### src/sv/dhte_pkg.sv
`default_nettype none

package dhte_pkg;

  // Command codes carried in the request beat
  localparam logic [1:0] CMD_INSERT = 2'd0;
  localparam logic [1:0] CMD_SEARCH = 2'd1;
  localparam logic [1:0] CMD_REMOVE = 2'd2;

  // Result status codes
  localparam logic [2:0] STS_INSERTED    = 3'd0;
  localparam logic [2:0] STS_FULL        = 3'd1;
  localparam logic [2:0] STS_FOUND       = 3'd2;
  localparam logic [2:0] STS_NOT_FOUND   = 3'd3;
  localparam logic [2:0] STS_REMOVED     = 3'd4;
  localparam logic [2:0] STS_REMOVE_MISS = 3'd5;
  localparam logic [2:0] STS_BAD_KEY     = 3'd6;

  typedef struct packed {
    logic [1:0]  cmd;
    logic [63:0] key;
  } in_item_t;

  typedef struct packed {
    logic [2:0] status;
    logic [3:0] slot;
  } out_item_t;

  typedef enum logic [2:0] {
    S_IDLE,
    S_HASH,
    S_REDUCE,
    S_READ,
    S_CHECK,
    S_RESP
  } state_t;

endpackage

`default_nettype wire

### src/sv/double_hash_table_engine.sv
// Double-hashing hash table with tombstones.
// Input channel (in_valid/in_ready/in_data): one beat is one request, a
// command (insert, search, remove) and a zero-padded key of KEY_BYTES bytes.
// Output channel (out_valid/out_ready/out_data): exactly one result beat per
// request, a status code and the slot that was written, found or removed.
// Each request runs alone. After the accept cycle the key's byte sum is
// reduced modulo TABLE_SLOTS and TABLE_SLOTS-1 in S_HASH and S_REDUCE: a
// quotient estimate by reciprocal multiplication, then the remainder with
// one correcting subtract. Each probe then has a read of the slot memory
// (S_READ) and a check that may write the slot back (S_CHECK).
// The next request is taken only once the result of the last one, or of a
// bad key or unused command, has gone to the output register. A request
// makes at most TABLE_SLOTS probes.
// The result sits in an output register, so a new request is taken while an
// earlier result still waits; if the receiver stalls, the next finished
// result holds in the engine and no further request is accepted.
// Reset empties the table at once through per-slot valid bits; no clearing
// pass is needed.
`default_nettype none

module double_hash_table_engine #(
  parameter int TABLE_SLOTS = 16,
  parameter int KEY_BYTES   = 8
) (
  input  wire logic                 clk,
  input  wire logic                 rst_n,
  input  wire logic                 in_valid,
  output logic                      in_ready,
  input  wire dhte_pkg::in_item_t   in_data,
  output logic                      out_valid,
  input  wire logic                 out_ready,
  output dhte_pkg::out_item_t       out_data
);

  import dhte_pkg::*;

  localparam int KEY_W  = 8 * KEY_BYTES;
  localparam int SUM_W  = $clog2(KEY_BYTES * 255 + 1);
  localparam int SLOT_W = $clog2(TABLE_SLOTS);
  localparam int PROD_W = 2 * SUM_W;
  localparam int REM_W  = SUM_W + SLOT_W + 1;

  localparam logic [SLOT_W:0]   MOD_HOME = (SLOT_W + 1)'(TABLE_SLOTS);
  localparam logic [SLOT_W:0]   MOD_STEP = (SLOT_W + 1)'(TABLE_SLOTS - 1);
  // floor(2^SUM_W / m): the quotient estimate is low by at most one
  localparam logic [SUM_W:0]    RCP_HOME = (SUM_W + 1)'((1 << SUM_W) / TABLE_SLOTS);
  localparam logic [SUM_W:0]    RCP_STEP = (SUM_W + 1)'((1 << SUM_W) / (TABLE_SLOTS - 1));
  localparam logic [SLOT_W-1:0] CNT_LAST = SLOT_W'(TABLE_SLOTS - 1);

  // Slot memory: {tombstone, key}; valid bits mark slots written since reset
  logic [KEY_W:0]          mem [TABLE_SLOTS];
  logic [KEY_W:0]          rd_data_r;
  logic                    rd_valid_r;
  logic [TABLE_SLOTS-1:0]  valid_r, valid_nxt;
  logic                    rd_en, mem_we;
  logic [KEY_W:0]          mem_wdata;

  state_t                  state_r, state_nxt;
  logic [1:0]              cmd_r, cmd_nxt;
  logic [KEY_W-1:0]        key_r, key_nxt;
  logic [SUM_W-1:0]        sum_r, sum_nxt;
  logic [SUM_W-1:0]        qa_r, qa_nxt;
  logic [SUM_W-1:0]        qb_r, qb_nxt;
  logic [SLOT_W-1:0]       pos_r, pos_nxt;
  logic [SLOT_W-1:0]       step_r, step_nxt;
  logic [SLOT_W-1:0]       cnt_r, cnt_nxt;
  logic [2:0]              res_status_r, res_status_nxt;
  logic [3:0]              res_slot_r, res_slot_nxt;
  logic                    out_valid_r, out_valid_nxt;
  out_item_t               out_data_r, out_data_nxt;

  // Request key masked to its bytes, and its byte sum
  logic [KEY_W-1:0]        in_key;
  logic [SUM_W-1:0]        in_sum;

  always_comb begin
    in_key = in_data.key[KEY_W-1:0];
    in_sum = '0;
    for (int b = 0; b < KEY_BYTES; b++) begin
      in_sum = in_sum + SUM_W'(in_key[8*b +: 8]);
    end
  end

  // Quotient estimates, then remainders with one correcting subtract
  logic [PROD_W-1:0] qa_prod, qb_prod;
  logic [REM_W-1:0]  ra_raw, rb_raw;
  logic [SLOT_W-1:0] moda_new, modb_new;

  always_comb begin
    qa_prod  = PROD_W'(sum_r) * PROD_W'(RCP_HOME);
    qb_prod  = PROD_W'(sum_r) * PROD_W'(RCP_STEP);
    ra_raw   = REM_W'(sum_r) - REM_W'(qa_r) * REM_W'(MOD_HOME);
    rb_raw   = REM_W'(sum_r) - REM_W'(qb_r) * REM_W'(MOD_STEP);
    moda_new = (ra_raw >= REM_W'(MOD_HOME)) ? SLOT_W'(ra_raw - REM_W'(MOD_HOME))
                                            : SLOT_W'(ra_raw);
    modb_new = (rb_raw >= REM_W'(MOD_STEP)) ? SLOT_W'(rb_raw - REM_W'(MOD_STEP))
                                            : SLOT_W'(rb_raw);
  end

  // Next probe position, (pos + step) mod TABLE_SLOTS
  logic [SLOT_W:0]   pos_sum;
  logic [SLOT_W-1:0] pos_adv;

  always_comb begin
    pos_sum = {1'b0, pos_r} + {1'b0, step_r};
    pos_adv = (pos_sum >= MOD_HOME) ? SLOT_W'(pos_sum - MOD_HOME) : SLOT_W'(pos_sum);
  end

  // Slot contents as seen by the check; unwritten slots read empty
  logic [KEY_W-1:0] slot_key;
  logic             slot_tomb;
  logic             probe_last;

  assign slot_key   = rd_valid_r ? rd_data_r[KEY_W-1:0] : '0;
  assign slot_tomb  = rd_valid_r & rd_data_r[KEY_W];
  assign probe_last = (cnt_r == CNT_LAST);

  // Next state and datapath
  always_comb begin
    state_nxt      = state_r;
    cmd_nxt        = cmd_r;
    key_nxt        = key_r;
    sum_nxt        = sum_r;
    qa_nxt         = qa_r;
    qb_nxt         = qb_r;
    pos_nxt        = pos_r;
    step_nxt       = step_r;
    cnt_nxt        = cnt_r;
    res_status_nxt = res_status_r;
    res_slot_nxt   = res_slot_r;
    out_data_nxt   = out_data_r;
    out_valid_nxt  = out_valid_r & ~out_ready;
    valid_nxt      = valid_r;
    in_ready       = 1'b0;
    rd_en          = 1'b0;
    mem_we         = 1'b0;
    mem_wdata      = {1'b0, key_r};

    unique case (state_r)
      S_IDLE: begin
        in_ready = 1'b1;
        if (in_valid) begin
          cmd_nxt      = in_data.cmd;
          key_nxt      = in_key;
          sum_nxt      = in_sum;
          res_slot_nxt = '0;
          if (in_key == '0 || (in_data.cmd != CMD_INSERT && in_data.cmd != CMD_SEARCH
                               && in_data.cmd != CMD_REMOVE)) begin
            res_status_nxt = STS_BAD_KEY;
            state_nxt      = S_RESP;
          end else begin
            state_nxt = S_HASH;
          end
        end
      end

      // Quotient estimates of the sum for both moduli
      S_HASH: begin
        qa_nxt    = qa_prod[PROD_W-1:SUM_W];
        qb_nxt    = qb_prod[PROD_W-1:SUM_W];
        state_nxt = S_REDUCE;
      end

      // Home slot and probe step from the remainders
      S_REDUCE: begin
        pos_nxt   = moda_new;
        step_nxt  = modb_new + SLOT_W'(1);
        cnt_nxt   = '0;
        state_nxt = S_READ;
      end

      S_READ: begin
        rd_en     = 1'b1;
        state_nxt = S_CHECK;
      end

      S_CHECK: begin
        state_nxt = S_READ;
        pos_nxt   = pos_adv;
        cnt_nxt   = cnt_r + SLOT_W'(1);
        if (cmd_r == CMD_INSERT) begin
          if (slot_key == '0 || slot_tomb) begin
            mem_we          = 1'b1;
            mem_wdata       = {1'b0, key_r};
            valid_nxt[pos_r] = 1'b1;
            res_status_nxt  = STS_INSERTED;
            res_slot_nxt    = 4'(pos_r);
            pos_nxt         = pos_r;
            state_nxt       = S_RESP;
          end else if (probe_last) begin
            res_status_nxt = STS_FULL;
            res_slot_nxt   = '0;
            state_nxt      = S_RESP;
          end
        end else begin
          if (slot_key == key_r) begin
            res_slot_nxt = 4'(pos_r);
            pos_nxt      = pos_r;
            state_nxt    = S_RESP;
            if (cmd_r == CMD_REMOVE) begin
              mem_we           = 1'b1;
              mem_wdata        = {1'b1, {KEY_W{1'b0}}};
              valid_nxt[pos_r] = 1'b1;
              res_status_nxt   = STS_REMOVED;
            end else begin
              res_status_nxt = STS_FOUND;
            end
          end else if ((slot_key == '0 && !slot_tomb) || probe_last) begin
            res_slot_nxt   = '0;
            res_status_nxt = (cmd_r == CMD_REMOVE) ? STS_REMOVE_MISS : STS_NOT_FOUND;
            state_nxt      = S_RESP;
          end
        end
      end

      // Hand the result to the output register once it is free
      S_RESP: begin
        if (!out_valid_r || out_ready) begin
          out_valid_nxt       = 1'b1;
          out_data_nxt.status = res_status_r;
          out_data_nxt.slot   = res_slot_r;
          state_nxt           = S_IDLE;
        end
      end

      default: begin
        state_nxt = S_IDLE;
      end
    endcase
  end

  // State register
  always_ff @(posedge clk) begin
    if (!rst_n) begin
      state_r <= S_IDLE;
    end else begin
      state_r <= state_nxt;
    end
  end

  // Control registers
  always_ff @(posedge clk) begin
    if (!rst_n) begin
      out_valid_r <= 1'b0;
      valid_r     <= '0;
    end else begin
      out_valid_r <= out_valid_nxt;
      valid_r     <= valid_nxt;
    end
  end

  // Payload registers
  always_ff @(posedge clk) begin
    cmd_r        <= cmd_nxt;
    key_r        <= key_nxt;
    sum_r        <= sum_nxt;
    qa_r         <= qa_nxt;
    qb_r         <= qb_nxt;
    pos_r        <= pos_nxt;
    step_r       <= step_nxt;
    cnt_r        <= cnt_nxt;
    res_status_r <= res_status_nxt;
    res_slot_r   <= res_slot_nxt;
    out_data_r   <= out_data_nxt;
  end

  // Slot memory, registered read
  always_ff @(posedge clk) begin
    if (mem_we) begin
      mem[pos_r] <= mem_wdata;
    end
    if (rd_en) begin
      rd_data_r  <= mem[pos_r];
      rd_valid_r <= valid_r[pos_r];
    end
  end

  assign out_valid = out_valid_r;
  assign out_data  = out_data_r;

endmodule

`default_nettype wire
### config.mk
export PLATFORM = sky130hd
export DESIGN_NAME = double_hash_table_engine
export DESIGN_NICKNAME = d
export VERILOG_FILES = /design/src/sv/dhte_pkg.sv /design/src/sv/double_hash_table_engine.sv
export SDC_FILE = /design/constraint.sdc
export NUM_CORES = 1
export LEC_CHECK = 0
export BUFFER_PORTS_ARGS = -buffer_cell sky130_fd_sc_hd__buf_4
export CAP_MARGIN = 20
export CORE_UTILIZATION = 50
export DETAILED_ROUTE_END_ITERATION = 8
export PLACE_DENSITY = 0.76
export SETUP_SLACK_MARGIN = 0.1
export SLEW_MARGIN = 30
export SYNTH_ARGS = -nofsm -noshare
export SYNTH_HDL_FRONTEND = slang
export SYNTH_SLANG_ARGS = --single-unit
export TNS_END_PERCENT = 1
### constraint.sdc
create_clock -name clk -period 6.9 [get_ports clk]
set_input_delay 0.69 -clock clk [delete_from_list [all_inputs] [get_ports clk]]
set_output_delay 0.69 -clock clk [all_outputs]
set_load 0.05 [all_outputs]
==> results.rst <==
.. list-table::
   :header-rows: 1

   * - Metric
     - Value
   * - Final slew viol count
     - 0
   * - Fraction of registers with async set/reset
     - 0%
   * - M1 wire length
     - 44.6 mm
   * - Cts repair resizes
     - 0
   * - CTS tree
     - yes
   * - Final weighted congestion in routability-driven placement
     - 0.908
   * - Post-Synthesis Net Count
     - 2,705
   * - Per-instance average area after synthesis
     - 20.4 sq um
   * - Buffer depth of the longest clock path
     - 3
   * - Slew of the pin with the lowest slew margin
     - about 1400 ps
   * - Wire length of the first global-routing pass
     - 176 mm
   * - Final period utilization
     - between 70% and 80%
   * - Finish-stage setup viols
     - 0
   * - Largest net degree at the start of global routing
     - about 160
   * - Max Cap Viol
     - 0
   * - Hold bufs inserted after CTS
     - 0
   * - DR WL met3
     - 15.0 mm
   * - Drt via density
     - 6.33
   * - Register area share after synthesis
     - between 70% and 80%
   * - PD cells
     - approximately 360 nW/um^2
   * - RSZ-0062 raised after global routing
     - false
   * - Flop and latch count out of synthesis
     - 1,237
   * - Total half-perimeter wirelength after legalization and detailed placement
     - roughly 70 mm
   * - Area of placed instances
     - approximately 54,000 sq um
   * - Clock tree root buffer cell
     - sky130_fd_sc_hd__clkbuf_16
   * - Number of remaining DRC errors
     - 0
   * - Run status
     - finished, final reports clean
   * - Area of the multi-input gates
     - about 13,000 sq um
   * - Final count of hold timing violations
     - 0
   * - Min Tclk post-route
     - 5200 ps
   * - Core Region
     - slightly above 100,000 sq um
   * - Vias in the first global route
     - 26,500
   * - Number of standard-cell rows in the floorplan
     - 116
   * - Count of boundary I/O pins
     - between 70 and 80
   * - Number of flops mapped to enable cells by yosys
     - around 1,200
   * - Initial DRC count
     - 3,488
   * - Area Growth Syn to Fin
     - 12.3%
   * - Storage cell area
     - 36,900 sq um
   * - Endpoint of the worst setup timing path
     - step_r[2]
   * - Full die area
     - about 100,000 sq um
   * - Static power due to leakage
     - between 0.015 and 0.02 uW
   * - Depth of the worst register-to-register path
     - 17
   * - Cell Area, Synth
     - 51,200 sq um
   * - Type of destination of the critical path
     - flop
   * - # port buffers
     - 78
   * - WP data arrival
     - ~5600 ps
   * - Starting Density
     - about half
   * - Ys Warns
     - 0
   * - Min-Delay Startpoint
     - in_data[64]
   * - Clock sink count
     - approximately 1,200
   * - Global router's overall resource usage
     - between 20% and 30%
   * - Die Y
     - roughly 320 microns
   * - Post-CTS setup buffer count
     - 0
   * - Clock insertion delay at the later pin of the skew report
     - 700 ps
   * - Clock transition at path regs
     - around 60 ps
   * - Share of final-layout standard cells stronger than drive strength 1
     - a little under a quarter
   * - First-pass iteration count of the detailed router
     - 6
   * - Final nets
     - 2,835
   * - H-tree levels
     - 3
   * - Top achievable clock speed
     - between 150 and 200 MHz
   * - R2R Path End
     - step_r[2]
   * - Total global routing overflow
     - 0
   * - Die width
     - between 300 and 400 microns
   * - Maximum fanout count along the critical path
     - 7
   * - TritonCTS Buffers
     - 115
   * - WP data required
     - 7330 ps
   * - Kind of critical path
     - flop to flop
   * - Hold crit path type
     - primary input to flop
   * - Worst R2R Start
     - qb_r[1]
   * - Critical path startpoint
     - qb_r[1]
   * - Setup_tns
     - 0 ps
   * - Worst Clk Skew
     - 40.4 ps
   * - WL met2
     - 57.8 mm
   * - Number of vias in the routed layout
     - 26,000
   * - ANT nets after route
     - 0
   * - Layout filler cell count
     - 7,148
   * - Max-slew headroom
     - 7.40%
   * - Worst reg2reg setup slack
     - 1700 ps
   * - Primary flip-flop cell chosen by synthesis mapping
     - sky130_fd_sc_hd__edfxtp_1
   * - Detail-routed net length per standard cell
     - 29.5 microns
   * - Cell variety after synth
     - just over 60
   * - Largest voltage drop on the vdd net
     - 0.400 mV
   * - Highest metal layer used by the detailed router
     - met5
   * - Detailed Route WL
     - approximately 120 mm
   * - Startpoint type of the worst setup path
     - flop
   * - Count of mapped cells out of synthesis
     - between 2,000 and 3,000
   * - Number of antenna violations at the first check in global routing
     - 10
   * - Fin area
     - between 50,000 and 60,000 sq um
[report_power, final]
part           total [uW]  switching [uW]  internal [uW]  leakage, uW
Combinational        5200            2960           2240      0.00556
Clock                6380            2740           3630      0.00185
Sequential           8850             200           8650       0.0112
[routing by layer]
layer	GRT usage (%)	vias up
met5	0	-
met4	7.56	8
met3	7.43	253
met2	37.3	1599
met1	31.6	13600
li1	-	10600
[metrics by stage]
stage	hold WS, ps	worst slack [ps]	util [%]	cells	power, uW
after global placement	416	1790	53.3	3884	13900
after global routing	172	1350	57.1	4102	21300
after detailed placement	413	1750	53.3	3884	14100
after CTS	168	1720	57.1	4102	20500
after floorplan	400	657	-	2514	12800
final	192	1700	57.1	4104	20400
[critical path: stages (launching register included)]
cell and delay, ps:
sky130_fd_sc_hd__edfxtp_1 400, sky130_fd_sc_hd__inv_1 110, sky130_fd_sc_hd__fa_1 550, sky130_fd_sc_hd__inv_1 50, sky130_fd_sc_hd__fa_1 450, sky130_fd_sc_hd__fa_1 490, sky130_fd_sc_hd__inv_1 50, sky130_fd_sc_hd__ha_1 360
sky130_fd_sc_hd__a21oi_1 220, sky130_fd_sc_hd__o21ai_0 160, sky130_fd_sc_hd__a2111oi_0 430, sky130_fd_sc_hd__nor3_1 140, sky130_fd_sc_hd__mux2i_1 150, sky130_fd_sc_hd__nor4_2 470, sky130_fd_sc_hd__mux2_2 390, sky130_fd_sc_hd__ha_1 190
sky130_fd_sc_hd__xor2_1 170, sky130_fd_sc_hd__xnor2_1 150
[Yosys cell counts, drive strengths merged (27+ instances only)]
| cell | number | area share (%) |
|---|---|---|
| fa | 69 | 2.7 |
| and2 | 70 | 0.86 |
| nor2 | 73 | 0.54 |
| nor4bb | 27 | 0.53 |
| nand2 | 27 | 0.20 |
| o21ai | 57 | 0.56 |
| mux4 | 330 | 15 |
| xnor2 | 49 | 0.84 |
| a22oi | 48 | 0.70 |
| nand4 | 45 | 0.55 |
| buf | 38 | 0.36 |
| edfxtp | 1217 | 71 |
| inv | 129 | 0.95 |
| ha | 52 | 1.3 |
| clkbuf | 66 | 0.48 |
| nor4 | 39 | 0.52 |
[registers in the layout, summed over array words and instances (netlist names), 4 cells and up]
signal      count
valid_r        16
pos_r           4
qb_r            8
key_r          64
out_data        7
rd_data_r      65
mem          1040
res_slot_r      4
step_r          4
sum_r          11
cnt_r           4
[cells by family after synthesis]
group,share of synthesized area (%)
and+or+nand+nor,4.11
adders and majority gates,3.97
muxes,14.6
buffers and inverters,1.79
AOI/OAI and AO/OA,2.32
xor gates and xnor gates,1.03
DFF,72.2
[cells in the final DEF (no fill, tap or decap), drive strengths merged, types with 49 or more instances in the layout]
cell type	synthesis	final
edfxtp	1217	1217
fa	69	69
and2	70	70
o21ai	57	57
ha	52	52
mux4	330	330
buf	38	117
nor2	73	73
inv	129	135
clkbuf	66	139
xnor2	49	49
clkinv	0	53
[area by class of cell]
class	instances	share of cell area, %
Sequential cell	1237	64.3
Multi-Input combinational cell	1044	23.4
Clock buffer	139	5.24
Tap cell	1357	2.95
Timing Repair Buffer	117	1.95
Clock inverter	79	1.36
Inverter	129	0.851
Antenna cell	2	0.00871
[worst min-delay path by stage]
stage             endpoint  slack [ps]  cells after the start
2_1_floorplan  out_data[0]         400                      0
3_3_place_gp   out_data[0]         420                      0
3_5_place_dp   out_data[5]         410                      0
4_1_cts           cmd_r[0]         170                      1
5_1_grt           cmd_r[1]         170                      1
6_report          cmd_r[0]         190                      1
(Power assumes the default switching activity.)
